[src/hw/rtl/def_pkg.sv]
// Shared types, constants and the per-channel emboss function for the
// diagonal emboss filter. No dependencies.
`timescale 1ns / 1ps
`default_nettype none

package def_pkg;

  localparam int CFG_W  = 12;
  localparam int CFG_AW = 1;

  localparam logic [CFG_AW-1:0] REG_FRAME_WIDTH  = 1'b0;
  localparam logic [CFG_AW-1:0] REG_FRAME_HEIGHT = 1'b1;

  localparam int PIX_W       = 32;
  localparam int RGB_W       = 24;
  localparam int POS_W       = 11;
  localparam int OUT_TDATA_W = 56;

  localparam logic [7:0] ALPHA_OPAQUE = 8'hFF;
  localparam logic [9:0] EMB_BIAS     = 10'd128;

  localparam int QDEPTH = 4;
  localparam int QAW    = 2;
  localparam int QCW    = 3;

  typedef struct packed {
    logic             done;
    logic [POS_W-1:0] col;
    logic [POS_W-1:0] row;
    logic [PIX_W-1:0] pixel;
  } res_t;

  // p - n + 128, clamped to 0..255
  function automatic logic [7:0] emboss_ch(input logic [7:0] p, input logic [7:0] n);
    logic [9:0] s;
    s = {2'b00, p} + EMB_BIAS - {2'b00, n};
    if (s[9]) begin
      emboss_ch = 8'h00;
    end else if (s[8]) begin
      emboss_ch = 8'hFF;
    end else begin
      emboss_ch = s[7:0];
    end
  endfunction

endpackage

`default_nettype wire

[src/hw/rtl/def_back.sv]
// Back end: output register feeding the result stream.
// Depends on def_pkg.
`timescale 1ns / 1ps
`default_nettype none

module def_back (
  input  wire                              clk,
  input  wire                              rst_n,
  input  wire                              q_not_empty,
  input  def_pkg::res_t                    q_data,
  output logic                             q_pop,
  output logic                             out_tvalid,
  input  wire                              out_tready,
  output logic [def_pkg::OUT_TDATA_W-1:0]  out_tdata,
  output logic                             out_tlast
);
  import def_pkg::*;

  logic out_vld_r;
  res_t out_r;

  assign q_pop = q_not_empty && (!out_vld_r || out_tready);

  always_ff @(posedge clk) begin
    if (!rst_n) begin
      out_vld_r <= 1'b0;
    end else if (q_pop) begin
      out_vld_r <= 1'b1;
    end else if (out_tready) begin
      out_vld_r <= 1'b0;
    end
  end

  always_ff @(posedge clk) begin
    if (q_pop) begin
      out_r <= q_data;
    end
  end

  assign out_tvalid = out_vld_r;
  assign out_tdata  = {2'b00, out_r.col, out_r.row, out_r.pixel};
  assign out_tlast  = out_r.done;

endmodule

`default_nettype wire

[config.mk]
export PLATFORM = sky130hd
export DESIGN_NAME = def_back
export DESIGN_NICKNAME = d
export VERILOG_FILES = /design/src/hw/rtl/def_pkg.sv /design/src/hw/rtl/def_back.sv
export SDC_FILE = /design/constraint.sdc
export NUM_CORES = 1
export LEC_CHECK = 0
export BUFFER_PORTS_ARGS = -buffer_cell sky130_fd_sc_hd__buf_2
export CORE_MARGIN = 2
export CORE_UTILIZATION = 40
export DETAILED_ROUTE_END_ITERATION = 7
export PLACE_DENSITY = 0.78
export SETUP_SLACK_MARGIN = 0.1
export SKIP_LAST_GASP = 1
export SLEW_MARGIN = 10
export SYNTH_ARGS = -nofsm -noshare
export SYNTH_HDL_FRONTEND = slang
export SYNTH_SLANG_ARGS = --single-unit
export TNS_END_PERCENT = 5
[constraint.sdc]
create_clock -name clk -period 4.1 [get_ports clk]
set_clock_uncertainty 0.1 [all_clocks]
set_input_delay 0.41 -clock clk [delete_from_list [all_inputs] [get_ports clk]]
set_output_delay 0.41 -clock clk [all_outputs]
set_load 0.05 [all_outputs]
Word-level counts from Yosys, hierarchy flattened
Cells that the tools add are included.
- register bits: 56
- latch bits: 0
- memory bits (writable): 0
- memory bits (read-only): 0
- output and inout port bits: 59
- logic and storage cells: 11
- memories kept: 0
- add/sub/neg operators: 0
- $mul: 0
- divide/modulo/power cells: 0
- $lt $le $gt $ge: 0
- equality and inequality tests: 0
- shift-type cells: 0
- muxes and demuxes: 2
- bitwise gates (word level): 0
- reductions and logical operators: 4
- operators with widths (kind ; number):
    $mux 1 ; 2
    $reduce_bool 2->1 ; 1
    $logic_and 1x1->1 ; 1
    $logic_not 1->1 ; 1
    $logic_or 1x1->1 ; 1

Depth between registers and ports, before layout
- depth in word-level cells: 4
- gate-level depth with buffers: 2
- depth with buffers taken out: 2

Worst setup path after synthesis
Ideal clock, no wire load.
- kind: register to register
- from: reg out_vld_r (netlist: out_tvalid)
- to: reg out_r (netlist bit out_tdata[0]), enable pin
- arrival: 3743 ps
- required time: 3495 ps
- path slack: -248 ps
- stages on the path, launching flop included: 3
- path buffers: 0
- path through: dfxtp_1 -> nor2b_4 -> nor2b_1
- word-level cells in the longest chain between the ends: 3
- RTL lines (element ; RTL line ; source):
    start: declaration ; def_back.sv:19 ; logic out_vld_r;
    start signal: assignment ; def_back.sv:26 ; out_vld_r <= 1'b0;
    start signal: assignment ; def_back.sv:28 ; out_vld_r <= 1'b1;
    start signal: assignment ; def_back.sv:30 ; out_vld_r <= 1'b0;
    $logic_not 1->1 ; def_back.sv:22 ; assign q_pop = q_not_empty && (!out_vld_r || out_tready);
    $logic_or 1x1->1 ; def_back.sv:22 ;
    $logic_and 1x1->1 ; def_back.sv:22 ;
    net q_pop ; def_back.sv:11 ; output logic q_pop,
    end signal: assignment ; def_back.sv:36 ; out_r <= q_data;
    end: declaration ; def_back.sv:20 ; res_t out_r;
The timed path passes the listed nets, and every way through them passes these cells.
A chain may end at the register's enable or synchronous reset.

Final worst setup path
- from: reg out_vld_r (netlist: out_tvalid)
- to: out q_pop
- word-level cells in the longest chain between the ends: 3
- RTL lines (element ; RTL line):
    $logic_not 1->1 ; def_back.sv:22
    $logic_or 1x1->1 ; def_back.sv:22
    $logic_and 1x1->1 ; def_back.sv:22
    end: declaration ; def_back.sv:11
No other way between the ends.

==> results.json <==
{
  "netlist_area_um2": 1720,
  "ys_types": 7,
  "multiInputGateArea_um2": 42.5,
  "cts_buffers": 5,
  "synth-xor-area-share_pct": 0,
  "synth-seq-cells": 56,
  "antenna_cells": 0,
  "die_h_um": 69.5,
  "max_freq_mhz": 463,
  "avgSynthCellArea_um2": 27.7,
  "endpoint_kind": "output port",
  "die_area_um2": 4840,
  "min_period_ns": 2.16,
  "crit_fanout": 24,
  "pin_count": 118,
  "layout.nets": 243,
  "initial_core_util_pct": 42.3,
  "grt_pass1_vias": 1177,
  "gp_congestion": 0.676,
  "synth-compound-area-share_pct": 0.437,
  "p_clk_share_pct": 28.0,
  "num_vias": 1023,
  "hold_viol_final": 0,
  "htree_levels": 2,
  "grt.overflow.total": 0,
  "drtAntennaViolNets": 0,
  "min_path_type": "input pin to flip-flop",
  "finalInstanceArea_um2": 2470,
  "p_seq_share_pct": 55.9,
  "critPathKind": "flip-flop to output port",
  "arrival_ns": 1.65,
  "p_int_mw": 0.889,
  "dp_hpwl_mm": 2.64,
  "drive_above_1_share_pct": 67.0,
  "dpl_cell_area_um2": 2360,
  "dp.cells": 227,
  "ctsResizeCount": 0,
  "p_leak_nw": 1.07,
  "status": "completed",
  "cts.reportedPaths.clkPinSlew_ns": 0.09,
  "cp-start-kind": "flip-flop",
  "slew_headroom_pct": 57.6,
  "grt_pass1_wl_mm": 5.46,
  "post_cts_buffers": 0,
  "synth_cells": 62,
  "cp.required_ns": 3.59,
  "min_delay_path_depth": 1,
  "ctsHoldBuffers": 0,
  "final_cell_mix": "buf_2, edfxtp_1, clkbuf_8",
  "syn2layout_area_growth_pct": 43.6,
  "p_total_mw": 1.21,
  "ys_seq_area_share_pct": 97.3,
  "drc": 0,
  "r2r.worst_path.cells": 3,
  "setup-tns-final_ns": 0,
  "setup_viol": 0,
  "rsz0062_at_grt": "false",
  "antenna_found_initial": 0,
  "wl_per_cell_um": 14.5,
  "drt_pass1_iterations": 4,
  "switching_share_pct": 26.4,
  "nFillCells": 317,
  "drt_iter0_drc": 58,
  "irDropWorstVdd_mv": 0.312,
  "cts_tree": "yes",
  "p_switching_mw": 0.319,
  "layout_commonest_cell": "buf_2",
  "dieWidth_um": 69.5,
  "wirelength_mm": 3.41,
  "portBuffers": 115,
  "worstMarginPinSlew_ns": 0.634,
  "p_comb_share_pct": 16.1,
  "synth.mux.area_fraction_pct": 0,
  "clockBufferDepth": 2,
  "grt_use_total_pct": 15.0,
  "clock_sinks": 56,
  "final_core_util_pct": 60.8,
  "r2r_slack_ns": 2.19,
  "drv_cap": 0,
  "synth_top_family_by_area": "simple AND/OR/NAND/NOR gates",
  "regArea_um2": 1670,
  "yosys_warnings": 0,
  "cts_root_buffer": "clkbuf_8",
  "avgViaCountPerCell": 4.35,
  "fin_cells": 235,
  "rows": 23,
  "synthSimpleGateAreaFrac_pct": 1.17,
  "min_period_over_period_pct": 52.6,
  "clkLatencyLatePin_ns": 0.29,
  "grt_max_degree": 34,
  "core_um2": 4060,
  "synth_fa_ha_area_share_pct": 0,
  "power_density_nw_per_um2": 490,
  "final_max_slew_viol_count": 0
}
## layer usage
metal	part of all wire [%]	up-vias	track usage, %
li1	-	480	-
met1	32	459	14.3
met2	48	77	24.1
met3	18	7	12.1
met4	1.8	0	5.45
met5	0	-	0
## synthesized netlist by cell type
| cell type | instances | area share, % |
|---|---|---|
| dfxtp_1 | 1 | 1.2 |
| nor2b_1 | 1 | 0.36 |
| buf_4 | 2 | 0.87 |
| edfxtp_1 | 55 | 96 |
| conb_1 | 1 | 0.22 |
| nor2b_4 | 1 | 0.80 |
| o21a_1 | 1 | 0.44 |
## critical path, stage by stage (launching register included)
cell and delay [ns]:
dfxtp_1 0.33, nor2b_4 0.13, nor2b_4 0.51, buf_2 0.38
## area by class of cell
| cell class | instances | share of cell area (%) |
|---|---|---|
| flip-flops and latches | 56 | 67.8 |
| repair buffers | 116 | 23.6 |
| well taps | 50 | 2.54 |
| clock inverters | 3 | 1.52 |
| clock buffers | 5 | 2.79 |
| multi-input cells | 5 | 1.73 |
## cells by family after synthesis
family / count (synthesis)
other cells: 1
simple gates: 2
compound gates: 1
flops: 56
buf+inv: 2
## per-stage QoR
| stage | worst slack (ns) | hold slack (ns) |
|---|---|---|
| after floorplan | 1.09 | 0.409 |
| after global placement | 2.07 | 0.486 |
| after detailed placement | 2.03 | 0.488 |
| after CTS | 1.89 | 0.163 |
| after global routing | 1.83 | 0.151 |
| final | 1.94 | 0.181 |
## final timing paths
path	start	end
setup / recovery	out_tvalid	q_pop
hold / removal	q_data[17]	out_tdata[17]
setup reg to reg	out_tvalid	out_tdata[35]
hold reg to reg	out_tvalid	out_tvalid
## flip-flops by register name, indices dropped and copies added (netlist names)
signal      flops
out_tdata      54
out_tlast       1
out_tvalid      1
## power by group through the flow
stage	combinational [mW]	clock (mW)	sequential (mW)
finish	0.195	0.338	0.675
global route	0.203	0.375	0.679
CTS	0.196	0.352	0.676
detailed placement	0.197	0	0.689
global placement	0.195	0	0.687
floorplan	0.0196	0	0.806
Note: power is estimated with default switching activity, not from simulation.
