$ cat config.mk
export PLATFORM = sky130hd
export DESIGN_NAME = def_fifo
export DESIGN_NICKNAME = d
export VERILOG_FILES = /design/src/hw/rtl/def_pkg.sv /design/src/hw/rtl/def_fifo.sv
export SDC_FILE = /design/constraint.sdc
export NUM_CORES = 1
export LEC_CHECK = 0
export ABC_AREA = 1
export BUFFER_PORTS_ARGS = -buffer_cell sky130_fd_sc_hd__buf_2
export CAP_MARGIN = 20
export CORE_MARGIN = 2
export CORE_UTILIZATION = 55
export CTS_CLUSTER_SIZE = 30
export DETAILED_ROUTE_END_ITERATION = 12
export PLACE_DENSITY = 0.77
export SETUP_SLACK_MARGIN = 0.1
export SLEW_MARGIN = 20
export SYNTH_ARGS = -nofsm -noshare
export SYNTH_HDL_FRONTEND = slang
export SYNTH_SLANG_ARGS = --single-unit
export TNS_END_PERCENT = 5
$ cat constraint.sdc
create_clock -name clk -period 2.7 [get_ports clk]
set_input_delay 0 -clock clk [delete_from_list [all_inputs] [get_ports clk]]
set_output_delay 0 -clock clk [all_outputs]
set_load 0.1 [all_outputs]
$ cat src/hw/rtl/def_pkg.sv
// Shared types, constants and the per-channel emboss function for the
// diagonal emboss filter. No dependencies.
`timescale 1ns / 1ps
`default_nettype none

package def_pkg;

  localparam int CFG_W  = 12;
  localparam int CFG_AW = 1;

  localparam logic [CFG_AW-1:0] REG_FRAME_WIDTH  = 1'b0;
  localparam logic [CFG_AW-1:0] REG_FRAME_HEIGHT = 1'b1;

  localparam int PIX_W       = 32;
  localparam int RGB_W       = 24;
  localparam int POS_W       = 11;
  localparam int OUT_TDATA_W = 56;

  localparam logic [7:0] ALPHA_OPAQUE = 8'hFF;
  localparam logic [9:0] EMB_BIAS     = 10'd128;

  localparam int QDEPTH = 4;
  localparam int QAW    = 2;
  localparam int QCW    = 3;

  typedef struct packed {
    logic             done;
    logic [POS_W-1:0] col;
    logic [POS_W-1:0] row;
    logic [PIX_W-1:0] pixel;
  } res_t;

  // p - n + 128, clamped to 0..255
  function automatic logic [7:0] emboss_ch(input logic [7:0] p, input logic [7:0] n);
    logic [9:0] s;
    s = {2'b00, p} + EMB_BIAS - {2'b00, n};
    if (s[9]) begin
      emboss_ch = 8'h00;
    end else if (s[8]) begin
      emboss_ch = 8'hFF;
    end else begin
      emboss_ch = s[7:0];
    end
  endfunction

endpackage

`default_nettype wire

$ cat src/hw/rtl/def_fifo.sv
// Short result queue between front and back end.
// Depends on def_pkg.
`timescale 1ns / 1ps
`default_nettype none

module def_fifo (
  input  wire                        clk,
  input  wire                        rst_n,
  input  wire                        push,
  input  def_pkg::res_t              push_data,
  input  wire                        pop,
  output def_pkg::res_t              pop_data,
  output logic                       not_empty,
  output logic [def_pkg::QCW-1:0]    count
);
  import def_pkg::*;

  res_t           q_mem [QDEPTH];
  logic [QAW-1:0] wr_ptr_r, rd_ptr_r;
  logic [QCW-1:0] count_r;

  always_ff @(posedge clk) begin
    if (push) begin
      q_mem[wr_ptr_r] <= push_data;
    end
  end

  always_ff @(posedge clk) begin
    if (!rst_n) begin
      wr_ptr_r <= '0;
      rd_ptr_r <= '0;
      count_r  <= '0;
    end else begin
      if (push) begin
        wr_ptr_r <= wr_ptr_r + QAW'(1);
      end
      if (pop) begin
        rd_ptr_r <= rd_ptr_r + QAW'(1);
      end
      case ({push, pop})
        2'b10:   count_r <= count_r + QCW'(1);
        2'b01:   count_r <= count_r - QCW'(1);
        default: count_r <= count_r;
      endcase
    end
  end

  assign pop_data  = q_mem[rd_ptr_r];
  assign not_empty = count_r != '0;
  assign count     = count_r;

endmodule

`default_nettype wire

# Yosys cells after proc, flatten, opt, wreduce, memory -nomap -nowiden
# Memory sizes are Yosys's and may differ from the RTL's. A register that Yosys moved wholly into a read port is not among the register bits.
# Index checks and enable logic that the tools add are counted.
totals:
  mem_bits_ro: 0
  input_bits: 59
  memories: 1
  ff_bits: 7
  wordCells: 17
  output_inout_bits: 59
  ramBits: 220
  latch_bits: 0
mem_list:
  columns: ["memory", "words", "word_bits", "rd", "rd_clocked_by_memory_dff", "wr", "line_no", "source"]
  rows:
  - ["q_mem", 4, 55, 1, 1, 1, "def_fifo.sv:18", "res_t q_mem [QDEPTH];"]
classes:
  n_addsub: 4
  n_mul: 0
  n_eq_ne: 2
  muxes: 5
  n_bitwise: 0
  order_cmp: 0
  n_shift: 0
  div_mod_pow: 0
  n_reduce_logical: 2
ops:
  columns: ["operator", "n"]
  rows:
  - ["$pmux 3 s2", 1]
  - ["$add 2x1->2 const B", 2]
  - ["$mux 2", 2]
  - ["$add 3x1->3 const B", 1]
  - ["$reduce_bool 3->1", 1]
  - ["$sub 3x1->3 const B", 1]
  - ["$eq 2x1->1 const B", 1]
  - ["$eq 2x2->1 const B", 1]
  - ["$mux 1", 2]
  - ["$reduce_bool 2->1", 1]

# Depth between registers and ports, before layout
logic_depth:
  depth_word: 3
  ltp_mapped: 8
  ltp_nobuf: 8

# Worst setup path before layout
# OpenSTA, ideal clock, no wires.
synth_path:
  path_type: "register to output"
  start: "register (tool-made name)"
  end: "output port pop_data[10] in the netlist's numbering"
  stages_incl_launch_ff: 7
  path_buffers: 3
  arrival_ns: 2.304
  t_required_ns: 2.700
  slack_ns: 0.396
  cell_sequence: "dfxtp_1 > buf_6 > inv_2 > buf_6 > buf_6 > o21ai_1 > o22ai_1"
synth_lines:
  columns: ["element", "line_no", "source"]
  rows:
  - ["end: declaration", "def_fifo.sv:12", "output def_pkg::res_t pop_data,"]

==> summary.md <==
| Metric | Value |
|---|---|
| Largest family of logic cells by synthesized area | compound AO/OA/AOI/OAI gates |
| RSZ-0062 raised after global routing | no |
| Worst-Margin Slew | 0.623 ns |
| Total Routing Usage GR | 21.8% |
| P per Cell Area | between 800 and 900 nW/um^2 |
| Total Wirelength | 18.2 mm |
| Met3 routed WL | 1.26 mm |
| Worst Setup Start Kind | flip-flop |
| Area Overhead vs Synth | 24.2% |
| DRC | 0 |
| Post-Syn Area per Cell | between 10 and 15 um^2 |
| Final Wtd Congestion | 0.789 |
| Pre-antenna DRT Iters | 4 |
| Synth area leaders | edfxtp_1 (77%), nor2_1 (5.2%), o21ai_0 (4.1%) |
| Synth unique cells | 17 |
| Met2 Wirelength | ~9.3 mm |
| XOR/XNOR Fraction of Synth Area | 0% |
| Initial Util | ~56% |
| Cell breakdown of the critical path | clkinv_2, buf_12, nor2_1, o22ai_1, buf_2 |
| Sum Neg Setup Slack | 0 ns |
| Tmin final | around 2.3 ns |
| Area leader, netlist | edfxtp_1 |
| Cell family with most CP delay | buffers and inverters |
| FFs w/ async S/R, synth | 0% |
| Fin Hold WS | roughly 0.26 ns |
| Vias in the first global route | 5583 |
| Antenna violations before repair | 0 |
| # diodes | 0 |
| Simple-gate share of the synthesized area | about 5.7% |
| Seq cells post-synth | 229 |
| Cells after Synth | a little under 600 |
| DR top layer | met4 |
| Core footprint | about 15000 um^2 |
| Crit Path Max Fanout | 38 |
| Slowest cell on crit path | buf_2 |
| Mapped Area | 8590 um^2 |
| Layout Cells excl Fill | 974 |
| P_leak | about 3.8 nW |
| Worst Setup End Kind | output port |
| Crit Path Category | reg2out |
| Worst path max stage delay | 0.49 ns |
| Worst skew pair latency | approximately 0.49 ns |
| Cts bufs inserted | 23 |
| Sum of buffers and inverters on the critical path | 3 |
| Via-to-Cell Ratio | roughly 5.7 |
| Leading register cell type out of synthesis | edfxtp_1 |
| Top cells by instance count after synthesis | edfxtp_1 (220), nor2_1 (119), o21ai_0 (71) |
| WL met1 | 7.28 mm |
| Synth Area in Compound Gates | roughly 11% |
| Die Y | between 100 and 150 um |
| Max Buffers Root-to-Sink | 3 |
| DR WL/cell | roughly 19 um |
| Area share of the largest cell type after synthesis | about three quarters |
| Sequential share of the synthesized area | approximately 80% |
| Number of I/O pins | 118 |
| GRT overflow | 0 |
| Maximum clock frequency | around 430 MHz |
| Max-cap violations | 0 |
| Die area | 16600 um^2 |
| Final hold violation count | 0 |
| Setup violators final | 0 |
| Layout fillers | a little under 1000 |
| Nets@finish | about 840 |
| Mux contribution to synthesized area | 0% |
| EDFF count, synth | 220 |
| Port Buf Inserts | between 100 and 150 |
| Synth warnings | 0 |
| Die Wd | between 100 and 150 um |
| Max Slew Vio Count | 0 |
| Synth Area in Adders | 0.962% |
| Most frequent cell after synthesis | edfxtp_1 |
| Crit path DAT | between 2 and 2.5 ns |
| First-pass GRT wire length | 27.9 mm |
| Proportion of layout cells with a drive suffix above 1 | roughly 22% |
| Clock Sinks | approximately 230 |
| Vias post-DR | between 5000 and 6000 |
| Detailed Place HPWL | roughly 11 mm |
| Status | completed |
| CTS tree | built |
| Tcrit/Tclk final | between 80% and 90% |
| Starting DRC count in detailed routing | between 400 and 500 |
| Worst Path Required | between 2 and 3 ns |
| Root Driver | clkbuf_16 |
| Slew HR | between 50 and 60% |
| Skew final | between 0.006 and 0.007 ns |
| Largest net degree at the start of global routing | 111 |
| Antenna Nets Post-Route | 0 |
| H-tree Lvls | 1 |
| Row Count | between 40 and 50 |
| Max IR drop VDD | around 640 uV |
| Syn_nets | 654 |
| Hold Path Class | in2reg |
| Dpl cells | roughly 880 |
| Worst-path clk slew | 0.06 ns |
==> metal layers <==
layer	global-route usage (%)	vias to the layer above
li1	-	2571
met1	28.7	2699
met2	37.8	249
met3	2.99	40
met4	7.48	0
met5	0	-
==> cell usage in the layout, fill, tap and decap left out <==
| cell | n |
|---|---|
| a21oi_1 | 4 |
| buf_12 | 4 |
| buf_2 | 117 |
| buf_4 | 12 |
| bufinv_16 | 3 |
| clkbuf_1 | 2 |
| clkbuf_16 | 23 |
| clkinv_1 | 9 |
| clkinv_2 | 3 |
| clkinvlp_4 | 1 |
| dfxtp_1 | 7 |
| dfxtp_2 | 1 |
| dfxtp_4 | 1 |
| dlygate4sd3_1 | 58 |
| edfxtp_1 | 220 |
| fa_1 | 1 |
| ha_1 | 5 |
| inv_1 | 8 |
| inv_2 | 5 |
| inv_6 | 1 |
| nand2_1 | 10 |
| nand4_1 | 1 |
| nor2_1 | 119 |
| o21ai_0 | 71 |
| o21ai_1 | 45 |
| o22ai_1 | 55 |
==> sequential cells by signal, summed over array words and instances (netlist names), named ones only <==
signal    flops
count         3
q_mem       220
rd_ptr_r      2
wr_ptr_r      2
==> final timing paths <==
| path | startpoint | to | slack (ns) | cells after the start |
|---|---|---|---|---|
| worst max-delay path | flip-flop | pop_data[21] | 0.38 | 5 |
| worst min-delay path | push_data[46] | q_mem[1][46] | 0.26 | 2 |
| worst max register to register | wr_ptr_r[0] | q_mem[2][4] | 0.95 | 5 |
| worst min register to register | rd_ptr_r[1] | flip-flop | 0.45 | 1 |
==> cell type report <==
cell class	instances	area, um^2	area share [%]
clock buffers	25	583	5.47
clock inverters	16	150	1.41
multi-input cells	311	1520	14.2
well taps	188	235	2.21
repair buffers	191	1340	12.5
flip-flops and latches	229	6790	63.7
inverters	14	53.8	0.504
==> per-stage QoR <==
step	setup slack, ns	total power [mW]	instance area (um^2)	utilization [%]
finish	0.380	8.81	10700	70.2
global route	0.288	9.07	10700	70.2
CTS	0.404	8.85	10700	70.2
detailed placement	0.935	5.74	9350	61.5
global placement	0.975	5.71	9350	61.5
floorplan	0.396	5.43	8590	-
==> logic make-up after synthesis <==
kind of cell,count (synthesis)
AO/OA/AOI/OAI,175
buffers and inverters,49
flip-flops,229
AND/OR/NAND/NOR,130
adder cells (fa/ha/maj),6
==> power breakdown <==
group / leakage, nW / switching [mW] / internal (mW) / total (mW)
clock network: 0.355 / 1.23 / 1.84 / 3.07
logic: 1.40 / 1.34 / 0.300 / 1.64
registers: 2.10 / 0.0415 / 4.06 / 4.10
==> repair_timing <==
| item | in CTS | in global routing |
|---|---|---|
| buffers inserted | 0 | 0 |
| hold buffers | 58 | 0 |
| endpoints found under the hold margin | 229 | 0 |
| gates resized for setup | 0 | 0 |
| endpoints found under the setup margin | 0 | 0 |
No activity file was read; power rests on OpenSTA's default activity.
